[src/rtl/ffa_pkg.sv]
`default_nettype none

package ffa_pkg;

  localparam int ADDR_W = 16;
  localparam int SIZE_W = 17;
  localparam int SUM_W  = 18;

  // Heap sizes above the address space act as the full address space.
  localparam logic [SIZE_W-1:0] HEAP_CAP   = SIZE_W'(1 << ADDR_W);
  localparam logic [SIZE_W-1:0] HEAP_RESET = SIZE_W'(65536);

  typedef enum logic {
    OP_ALLOC = 1'b0,
    OP_FREE  = 1'b1
  } op_t;

  typedef enum logic [2:0] {
    ST_OK     = 3'd0,
    ST_ZERO   = 3'd1,
    ST_OOM    = 3'd2,
    ST_BOUNDS = 3'd3,
    ST_FULL   = 3'd4
  } status_t;

  typedef enum logic [1:0] {
    PH_SEARCH,
    PH_INSERT,
    PH_DELETE,
    PH_DONE
  } phase_t;

  typedef enum logic [2:0] {
    S_IDLE,
    S_MUL,
    S_SCALE,
    S_FIX,
    S_LAUNCH,
    S_WALK,
    S_FINISH
  } state_t;

  typedef struct packed {
    logic              valid;
    logic [ADDR_W-1:0] start;
    logic [SIZE_W-1:0] len;
  } ent_t;

  // Request values for the walk: need and key are held steady for the whole walk, lim follows the configured heap size.
  typedef struct packed {
    logic [SIZE_W-1:0] need;
    logic [ADDR_W-1:0] key;
    logic [SIZE_W-1:0] lim;
  } req_t;

  // Token that travels one cell per cycle down the chain.
  typedef struct packed {
    logic              active;
    op_t               op;
    phase_t            phase;
    logic              room;
    logic [SIZE_W-1:0] prospect;
    ent_t              carry;
    status_t           status;
  } tok_t;

endpackage

`default_nettype wire

[src/rtl/ffa_ctrl.sv]
`default_nettype none

module ffa_ctrl #(
  parameter int HEADER_SIZE = 16,
  parameter int ALIGNMENT   = 16
) (
  input  logic                       clk,
  input  logic                       rst,
  input  logic [ffa_pkg::SIZE_W-1:0] heap_size,
  input  logic                       in_valid,
  output logic                       in_ready,
  input  logic                       operation,
  input  logic [ffa_pkg::ADDR_W-1:0] request_size,
  input  logic [ffa_pkg::ADDR_W-1:0] block_address,
  output logic                       out_valid,
  input  logic                       out_ready,
  output logic [ffa_pkg::ADDR_W-1:0] address,
  output logic [2:0]                 status,
  input  logic                       table_full,
  output ffa_pkg::req_t              req,
  output ffa_pkg::tok_t              launch,
  input  ffa_pkg::tok_t              chain_tok
);
  import ffa_pkg::*;

  // Rounding up to the alignment uses a reciprocal that is exact for every
  // value below 2^SIZE_W.
  localparam int SH      = SIZE_W + $clog2(ALIGNMENT);
  localparam int RECIP_W = SH + 1;
  localparam int PROD_W  = SIZE_W + RECIP_W;
  localparam logic [RECIP_W-1:0] RECIP =
    RECIP_W'(((1 << SH) + ALIGNMENT - 1) / ALIGNMENT);

  state_t            state, state_next;
  op_t               op_q;
  logic [SIZE_W-1:0] y;
  logic [PROD_W-1:0] prod;
  logic [SIZE_W:0]   quot;
  logic [SIZE_W-1:0] qa;
  logic [SIZE_W-1:0] need;
  logic [ADDR_W-1:0] key;
  logic [SIZE_W-1:0] lim;
  status_t           res_status;
  logic [ADDR_W-1:0] res_addr;
  status_t           status_q;

  logic [ADDR_W-1:0] off;
  state_t            pre_next;
  status_t           pre_status;
  status_t           walk_status;
  logic [ADDR_W-1:0] walk_addr;
  logic [SUM_W-1:0]  walk_end;

  assign lim  = (heap_size > HEAP_CAP) ? HEAP_CAP : heap_size;
  assign quot = prod[PROD_W-1:SH];
  assign off  = block_address - ADDR_W'(HEADER_SIZE);

  assign req.need = need;
  assign req.key  = key;
  assign req.lim  = lim;

  // Checks that settle a request before any walk.
  always_comb begin
    pre_status = ST_OK;
    pre_next   = S_FINISH;
    if (op_t'(operation) == OP_ALLOC) begin
      if (request_size == '0) begin
        pre_status = ST_ZERO;
      end else begin
        pre_next = S_MUL;
      end
    end else begin
      if (block_address < ADDR_W'(HEADER_SIZE)) begin
        pre_status = ST_BOUNDS;
      end else if (SIZE_W'(off) >= lim) begin
        pre_status = ST_BOUNDS;
      end else if (off != '0) begin
        pre_next = S_LAUNCH;
      end
    end
  end

  // A token that leaves the chain still searching ran off the end of the table.
  always_comb begin
    walk_end    = SUM_W'(chain_tok.prospect) + SUM_W'(need);
    walk_status = chain_tok.status;
    walk_addr   = '0;
    if (chain_tok.phase == PH_SEARCH) begin
      if (op_q == OP_ALLOC) begin
        walk_status = (walk_end >= SUM_W'(lim)) ? ST_OOM : ST_FULL;
      end else begin
        walk_status = ST_BOUNDS;
      end
    end else if (chain_tok.status == ST_OK && op_q == OP_ALLOC) begin
      walk_addr = ADDR_W'(chain_tok.prospect + SIZE_W'(HEADER_SIZE));
    end
  end

  always_comb begin
    state_next = state;
    in_ready   = 1'b0;
    launch     = '0;
    unique case (state)
      S_IDLE: begin
        in_ready = 1'b1;
        if (in_valid) begin
          state_next = pre_next;
        end
      end
      S_MUL:   state_next = S_SCALE;
      S_SCALE: state_next = S_FIX;
      S_FIX:   state_next = S_LAUNCH;
      S_LAUNCH: begin
        launch.active   = 1'b1;
        launch.op       = op_q;
        launch.phase    = PH_SEARCH;
        launch.room     = !table_full;
        launch.prospect = SIZE_W'(HEADER_SIZE);
        launch.status   = ST_OK;
        state_next      = S_WALK;
      end
      S_WALK: begin
        if (chain_tok.active) begin
          state_next = S_FINISH;
        end
      end
      S_FINISH: begin
        if (!out_valid || out_ready) begin
          state_next = S_IDLE;
        end
      end
      default: state_next = S_IDLE;
    endcase
  end

  always_ff @(posedge clk) begin
    if (rst) begin
      state <= S_IDLE;
    end else begin
      state <= state_next;
    end
  end

  always_ff @(posedge clk) begin
    if (state == S_IDLE && in_valid) begin
      op_q       <= op_t'(operation);
      y          <= SIZE_W'(request_size) + SIZE_W'(HEADER_SIZE + ALIGNMENT - 1);
      key        <= off;
      res_status <= pre_status;
      res_addr   <= '0;
    end
    if (state == S_MUL) begin
      prod <= y * RECIP;
    end
    if (state == S_SCALE) begin
      qa <= SIZE_W'(quot * ALIGNMENT);
    end
    if (state == S_FIX) begin
      need <= (y - qa >= SIZE_W'(ALIGNMENT)) ? qa + SIZE_W'(ALIGNMENT) : qa;
    end
    if (state == S_WALK && chain_tok.active) begin
      res_status <= walk_status;
      res_addr   <= walk_addr;
    end
  end

  always_ff @(posedge clk) begin
    if (rst) begin
      out_valid <= 1'b0;
    end else if (state == S_FINISH && (!out_valid || out_ready)) begin
      out_valid <= 1'b1;
      address   <= res_addr;
      status_q  <= res_status;
    end else if (out_ready) begin
      out_valid <= 1'b0;
    end
  end

  assign status = status_q;

endmodule

`default_nettype wire

[config.mk]
export PLATFORM = sky130hd
export DESIGN_NAME = ffa_ctrl
export DESIGN_NICKNAME = d
export VERILOG_FILES = /design/src/rtl/ffa_pkg.sv /design/src/rtl/ffa_ctrl.sv
export SDC_FILE = /design/constraint.sdc
export NUM_CORES = 1
export LEC_CHECK = 0
export BUFFER_PORTS_ARGS = -buffer_cell sky130_fd_sc_hd__buf_2
export CELL_PAD_IN_SITES_DETAIL_PLACEMENT = 0
export CELL_PAD_IN_SITES_GLOBAL_PLACEMENT = 1
export CORE_MARGIN = 3
export CORE_UTILIZATION = 42
export DETAILED_ROUTE_END_ITERATION = 10
export PLACE_DENSITY_LB_ADDON = 0.12
export SYNTH_ARGS = -nofsm -noshare
export SYNTH_HDL_FRONTEND = slang
export SYNTH_SLANG_ARGS = --single-unit
[constraint.sdc]
create_clock -name clk -period 8.7 [get_ports clk]
set_input_delay 1.74 -clock clk [delete_from_list [all_inputs] [get_ports clk]]
set_output_delay 1.74 -clock clk [all_outputs]
set_load 0.02 [all_outputs]
Word level (Yosys, flattened, before mapping)
Cells that the tools add are included.
{ "op_classes": {"bitwise_logic": 2, "muxes": 28, "mul": 0, "magnitude_cmp": 5, "shift": 0, "n_eq_ne": 9, "addsub": 6, "n_reduce_logical": 16, "div": 0} }
{ "ops": {"columns": ["cell", "count"], "rows": [
  ["16-bit 2-to-1 mux", 4],
  ["17-bit 2-to-1 mux", 2],
  ["3-bit 2-to-1 mux", 11],
  ["22-bit 2-to-1 mux", 1],
  ["3-bit case mux with 7 select lines", 1],
  ["17-bit by 17-bit adder with 18-bit output", 1],
  ["18-bit by 17-bit greater-or-equal comparator with 1-bit output", 1],
  ["16-bit by 5-bit adder with 17-bit output, second input constant", 1],
  ["17-bit by 5-bit adder with 17-bit output, second input constant", 1],
  ["16-bit by 17-bit greater-or-equal comparator with 1-bit output", 1],
  ["17-bit by 5-bit greater-or-equal comparator with 1-bit output, second input constant", 1],
  ["17-bit > comparator, second input constant", 1],
  ["17-bit subtractor", 1],
  ["16-bit by 5-bit adder with 16-bit output, second input constant", 1],
  ["16-bit logical NOT", 1],
  ["16-bit by 5-bit less-than comparator with 1-bit output, second input constant", 1],
  ["16-bit nonzero test", 1],
  ["16-bit by 5-bit subtractor with 16-bit output, second input constant", 1],
  ["2-bit 2-to-1 mux", 5],
  ["3-bit == test, second input constant", 3],
  ["3-bit by 2-bit == test with 1-bit output, second input constant", 2],
  ["3-bit logical NOT", 2],
  ["2-bit inequality test, second input constant", 3],
  ["1-bit logical AND", 4],
  ["9 further kinds", 15]
]} }
{ "word_totals": {"input_bits": 114, "reg_bits": 123, "ramBits": 0, "output_inout_bits": 130, "rom_bits": 0, "latch_bits": 0, "elab_cells": 79, "mem_count": 0} }

Logic depth before layout (Yosys ltp)
Gate-level depths: netlist of run 1.
{ "depth": {"ltp_word": 8, "mapped_depth": 19, "ltp_nobuf": 19} }

Worst setup path before layout of run 1
Ideal clock, no wire load.
{ "synth_timing": {"path_type": "in2reg", "start": "input port chain_tok[42] (netlist name)", "end": "register res_status[1] (data pin)", "path_buffers": 0, "t_required_ps": 8439, "setup_ps": 261, "path_stages": 16, "path_slack_ps": 4095, "arrival_ps": 4344, "cell_sequence": "ha_1 -> a21o_1 -> a21oi_1 -> o21ai_0 -> a21oi_1 -> o21ai_0 -> a21oi_1 -> o21bai_1 -> a21o_1 -> xor2_1 -> ha_1 -> a21o_1 -> a21oi_1 -> o311ai_0 -> a21o_1 -> o311a_1"} }
{ "synth_between": {"elab_chain_len": 6} }
{ "synth_rtl": {"columns": ["item", "line", "rtl"], "rows": [
  ["start: declaration", "ffa_ctrl.sv:22", "input ffa_pkg::tok_t chain_tok"],
  ["17-bit by 17-bit adder with 18-bit output", "ffa_ctrl.sv:85", "walk_end = SUM_W'(chain_tok.prospect) + SUM_W'(need);"],
  ["18-bit by 17-bit greater-or-equal comparator with 1-bit output", "ffa_ctrl.sv:90", "walk_status = (walk_end >= SUM_W'(lim)) ? ST_OOM : ST_FULL;"],
  ["3-bit 2-to-1 mux", "ffa_ctrl.sv:90", null],
  ["3-bit 2-to-1 mux", "ffa_ctrl.sv:89", "if (op_q == OP_ALLOC) begin"],
  ["3-bit 2-to-1 mux", "ffa_ctrl.sv:88", "if (chain_tok.phase == PH_SEARCH) begin"],
  ["3-bit 2-to-1 mux", "ffa_ctrl.sv:161", "if (state == S_WALK && chain_tok.active) begin"],
  ["end signal: assignment", "ffa_ctrl.sv:149", "res_status <= pre_status;"],
  ["end signal: assignment", "ffa_ctrl.sv:162", "res_status <= walk_status;"],
  ["end: declaration", "ffa_ctrl.sv:43", "status_t res_status;"]
]} }
No other way between the ends.
A chain may end at the register's enable or synchronous reset.

==> flow_metrics.tcl, run 1 <==
set metrics [dict create \
    status "completed" \
    synth.top_cell.area_share_pct 44.7 \
    core_mm2 0.0166 \
    instances_no_fill 1064 \
    final.setup.tns_ns 0 \
    fin_total_pwr_mw 1.79 \
    nFillCells 1604 \
    io_buffers 148 \
    place_congestion 0.904 \
    ys_seq_area_share_pct 45.8 \
    final_area_mm2 0.00829 \
    path_cells "buf_2 > nor4_1 > a41o_1 > nand2_1 > inv_1 > buf_2" \
    worstReg2RegEnd "res_status[1]" \
    gr-total-overflow 0 \
    synth_commonest_cells "edfxtp_1, ha_1, inv_1, buf_4, nand2_1" \
    wire_per_inst_um 16.1 \
    hold_path.class "reg2reg" \
    syn2layout_area_growth_pct 15.4 \
    postCtsHoldBufs 0 \
    detail_route.wirelength_um 17100 \
    hold-path-endpoint "address[7]" \
    slew_headroom_pct 32.3 \
    max_stage_delay_ns 0.40 \
    avgSynthCellArea_um2 10.4 \
    cts_resized 0 \
    first_pass_iters 5 \
    ant_nets 0 \
    finish.utilization_pct 49.8 \
    synth-edff-count 107 \
    slew_violations 0 \
    start_util_pct 43.2 \
    postCtsSetupBuffers 0 \
    reg2reg_slack_ns 4.92 \
    r2r_cells 16 \
    fmax_mhz 207 \
    insertion_delay_ns 0.36 \
    worstMarginPinSlew_ns 1.01 \
    cts-htree-levels 3 \
    synthCells 689 \
    hold_violations 0 \
    numCtsBuffers 9 \
    crit_type "in2out" \
    synthArstFlopShare_pct 0 \
    hpwlAfterDp_um 14000 \
    antenna_found_initial 0 \
    drive_above_1_share_pct 21.6 \
    yosysTopAreaCell "edfxtp_1" \
    rsz0062_at_grt "no" \
    pwr-share-seq_pct 43.4 \
    drc 0 \
    required_ns 6.96 \
    hold_depth 0 \
    ys_ff_latch 111 \
    pin_count 244 \
    drtIter0Drc 300 \
    die_w_um 137 \
    vias 5330 \
    fin_crit_sh_pct 55.6 \
    peakVddDrop_mv 0.107 \
    rr_startpoint "need[5]" \
    clk_pin_slew_worst_paths_ns 0.07 \
    cts_sinks 111 \
    nets 1019 \
    worstPathMaxFanout 10 \
    synth_area_leaders "edfxtp_1, ha_1, buf_4" \
    setup_violations 0 \
    antenna_cells 0 \
    combPwrFrac_pct 31.4 \
    path_buf_inv 3 \
    startpoint_type "primary input" \
    worst_slack_ns 3.86 \
    final.min_clock_period_ns 4.84 \
    dieHeight_um 137 \
    root_buffer "clkbuf_16" \
    endpoint_kind "output port" \
    p_int_mw 1.18 \
    grt_pass1_wl_um 26400 \
    hold_ws_ns 0.419 \
    p_switching_mw 0.611 \
    skew_ns 0.00608 \
    cts_tree "done" \
    grt_max_degree 32 \
    ys_types 59 \
    grt_usage_pct 18.3 \
    avgViaCountPerCell 5.01 \
    yosysWarnings 0 \
    cpLargestDelayFamily "simple AND/OR/NAND/NOR gates" \
    yosysMostFrequentCell "edfxtp_1" \
    p_clk_share_pct 25.2 \
    syn_area_mm2 0.00718 \
    p_per_area_mw_per_mm2 216 \
    grt_pass1_vias 5143 \
    rows 47 \
    dieArea_mm2 0.0187 \
    place_area_mm2 0.00797 \
    swShare_pct 34.1 \
    dpl.cell_count 1048 \
    crit_arrival_ns 3.10 \
    max_cap_viol_count 0 \
    synth_flop_cell "edfxtp_1" \
    leakage_nw 3.62 \
    crit_path_top_delay_cell "a41o_1" \
    clock_path_buffers 2 \
    crit_top_cell "buf_2" \
    dp_slack_ns 3.55 \
    hold_start "res_addr[7]" \
]
==> power by group through the flow <==
stage          clock, mW  combinational [mW]  sequential [mW]
6_report           0.451               0.563            0.777
5_1_grt            0.483               0.622            0.788
4_1_cts            0.462               0.564            0.777
3_5_place_dp           0               0.561            0.789
3_3_place_gp           0               0.553            0.785
2_1_floorplan          0               0.401            0.792
==> area by class of cell <==
class,count,area [um^2],area share [%]
Multi-Input combinational cell,501,3380,40.8
Timing Repair Buffer,153,778,9.38
Sequential cell,111,3290,39.7
Inverter,63,236,2.85
Clock inverter,7,103,1.24
Clock buffer,9,225,2.72
Tap cell,220,275,3.32
==> placed cells by master (no fill, tap or decap), drive strengths merged, types with 4 or more instances in the layout <==
cell,netlist,final
a211oi,8,8
a21o,10,10
a21oi,32,32
a31oi,4,4
and3,9,9
buf,61,153
clkbuf,11,9
conb,1,59
dfxtp,4,4
edfxtp,107,107
ha,64,64
inv,62,65
nand2,50,50
nand2b,6,6
nand3,18,18
nand4,18,18
nor2,44,44
nor2b,11,11
nor3,15,15
nor3b,7,7
nor4,15,15
o21a,5,5
o21ai,23,23
o21bai,4,4
xnor2,38,38
xor2,18,18
==> worst max-delay path by stage <==
stage / start / to / depth (start not counted)
2_1_floorplan: chain_tok[42] / res_status[1] / 16
3_3_place_gp: chain_tok[42] / res_status[1] / 17
3_5_place_dp: chain_tok[42] / res_status[1] / 17
4_1_cts: heap_size[16] / req[11] / 6
5_1_grt: chain_tok[41] / res_status[1] / 20
6_report: heap_size[6] / req[11] / 6
==> cells by family after synthesis <==
kind of cell    Yosys count  share of synthesized area [%]
mux                       4                          0.575
simple gates            206                           14.6
compound gates          110                           10.1
buf+inv                 135                           10.3
fa+ha+maj                66                           11.7
xor+xnor                 56                           6.83
other cells               1                         0.0522
flops                   111                           45.8
==> per-layer routing <==
| layer | track usage [%] | vias up | wire, um | part of all wire (%) |
|---|---|---|---|---|
| li1 | - | 2654 | - | - |
| met4 | 5.43 | 0 | 284 | 1.7 |
| met1 | 24.5 | 2454 | 7770 | 45 |
| met5 | 0 | - | 0 | 0 |
| met2 | 29.9 | 206 | 7820 | 46 |
| met3 | 3.82 | 16 | 1210 | 7.1 |
==> flip-flops by register name, indices dropped and copies added, names as in the netlist, 3 cells and up <==
| register | count |
|---|---|
| key | 16 |
| state | 3 |
| address | 16 |
| qa | 13 |
| res_status | 3 |
| prod | 13 |
| res_addr | 16 |
| y | 13 |
| status | 3 |
| need | 13 |
Note: power is estimated with default switching activity, not from simulation.
==> inputs of run 2 (changes only) <==
Settings changed: CORE_UTILIZATION 42 to 39.
Clock period 8.7 ns to 4.9 ns, I/O delays scaled along.
==> run 2 against run 1 <==
Compared with the run above: setup slack worse by 3.0 ns; flip-flop and latch count did not move; clock power up 79%; cell area increased by 0.12%; global-route usage fell by 1.7 points; non-clock buffer count is the same; combinational power increased by 77%; sequential share of layout area is essentially flat; die area grew 7.3%; via count increased by 1.2%; critical path type is now in2reg.
==> flow_metrics.tcl, run 2 (synthesized netlist as in run 1, its figures left out) <==
set metrics [dict create \
    gr-total-overflow 0 \
    crit_path_top_delay_cell "ha_1" \
    core_mm2 0.0180 \
    p_per_area_mw_per_mm2 382 \
    avgViaCountPerCell 5.03 \
    slew_violations 0 \
    grt_pass1_wl_um 26300 \
    dpl.cell_count 1057 \
    nFillCells 1751 \
    swShare_pct 34.1 \
    ant_nets 0 \
    required_ns 5.00 \
    grt_max_degree 32 \
    max_stage_delay_ns 0.30 \
    dieArea_mm2 0.0201 \
    max_cap_viol_count 0 \
    root_buffer "clkbuf_16" \
    crit_type "in2reg" \
    rsz0062_at_grt "no" \
    numCtsBuffers 9 \
    final_cell_mix "buf_2, edfxtp_1, ha_1, inv_1, conb_1" \
    p_switching_mw 1.08 \
    setup_violations 0 \
    cpLargestDelayFamily "compound AO/OA/AOI/OAI gates" \
    fin_crit_sh_pct 81.7 \
    final.setup.tns_ns 0 \
    hold_ws_ns 0.422 \
    pwr-share-seq_pct 43.2 \
    final.min_clock_period_ns 4.01 \
    detail_route.wirelength_um 17000 \
    cts_resized 0 \
    cts-htree-levels 3 \
    crit_arrival_ns 4.11 \
    postCtsHoldBufs 0 \
    fin_total_pwr_mw 3.17 \
    pin_count 244 \
    fmax_mhz 250 \
    combPwrFrac_pct 31.3 \
    leakage_nw 3.62 \
    final_common_cell "buf_2" \
    insertion_delay_ns 0.35 \
    postCtsSetupBuffers 0 \
    cts_sinks 111 \
    worstPathMaxFanout 5 \
    status "completed" \
    cts_tree "done" \
    drc 0 \
    p_int_mw 2.09 \
    dieHeight_um 142 \
    clock_path_buffers 2 \
    endpoint_kind "flop" \
    slew_headroom_pct 30.0 \
    hold_path.class "reg2reg" \
    worstMarginPinSlew_ns 1.04 \
    hold_violations 0 \
    syn2layout_area_growth_pct 15.6 \
    place_congestion 0.879 \
    first_pass_iters 6 \
    peakVddDrop_mv 0.171 \
    die_w_um 142 \
    top_regs "address: 16 flops, key: 16 flops, res_addr: 16 flops" \
    path_cells "buf_2 > ha_1 > a21o_1 > a21oi_1 > o21ai_0 > a21oi_1 > o21ai_0 > a21oi_1 > o21bai_1 > a21o_1 > xor2_1 > ha_1 > a21o_1 > a21oi_1 > o311ai_0 > a21o_1 > o311a_1" \
    wire_per_inst_um 15.9 \
    drive_above_1_share_pct 21.6 \
    path_buf_inv 1 \
    io_buffers 148 \
    clk_pin_slew_worst_paths_ns 0.08 \
    hpwlAfterDp_um 13900 \
    grt_pass1_vias 5257 \
    antenna_found_initial 0 \
    antenna_cells 0 \
    rows 49 \
    grt_usage_pct 16.6 \
    instances_no_fill 1073 \
    skew_ns 0.00501 \
    startpoint_type "primary input" \
    start_util_pct 39.9 \
    nets 1019 \
    vias 5396 \
    p_clk_share_pct 25.4 \
    drtIter0Drc 307 \
]
run 2: changes by cell type in the layout (fill, tap and decap cells not counted), sizes merged:
cell      previous run  this run
clkinv               2         1
clkinvlp             1         2
run 2: power by group through the flow:
stage               registers [mW]  logic, mW  clock network [mW]
floorplan                     1.41      0.713                   0
global placement              1.39      0.971                   0
detailed placement            1.39      0.995                   0
CTS                           1.37      0.999               0.836
global route                  1.39       1.11               0.869
finish                        1.37      0.995               0.808
run 2: final timing paths:
check / end / start / cells after the start / slack [ns]
setup / recovery: res_status[1] / chain_tok[42] / 17 / 0.89
hold / removal: address[4] / res_addr[4] / 0 / 0.42
setup reg to reg: res_status[1] / need[5] / 16 / 1.15
hold reg to reg: address[4] / res_addr[4] / 0 / 0.42
run 2: per-layer routing:
metal  global-route usage [%]  up-vias  wire length [um]
met5                        0        -                 0
met4                     5.35        0               291
met3                     2.36       20               859
met2                     30.8      171              8940
met1                     19.7     2544              6920
li1                         -     2661                 -
run 2: final cells by class:
class / instances / area (um^2) / share of cell area (%)
clock buffer: 9 / 225 / 2.71
clock inverter: 7 / 101 / 1.22
timing repair buffer: 153 / 778 / 9.37
inverter: 63 / 236 / 2.85
multi-input combinational: 501 / 3380 / 40.7
tap: 229 / 287 / 3.45
sequential: 111 / 3290 / 39.7
run 2: through the flow:
stage                     util [%]  cell area, um^2  worst slack (ns)
after detailed placement      44.3             7980             0.514
final                         46.1             8300             0.894
after global routing          46.1             8300             0.598
after floorplan                  -             7400              1.06
after CTS                     46.1             8300             0.895
after global placement        44.3             7980             0.525
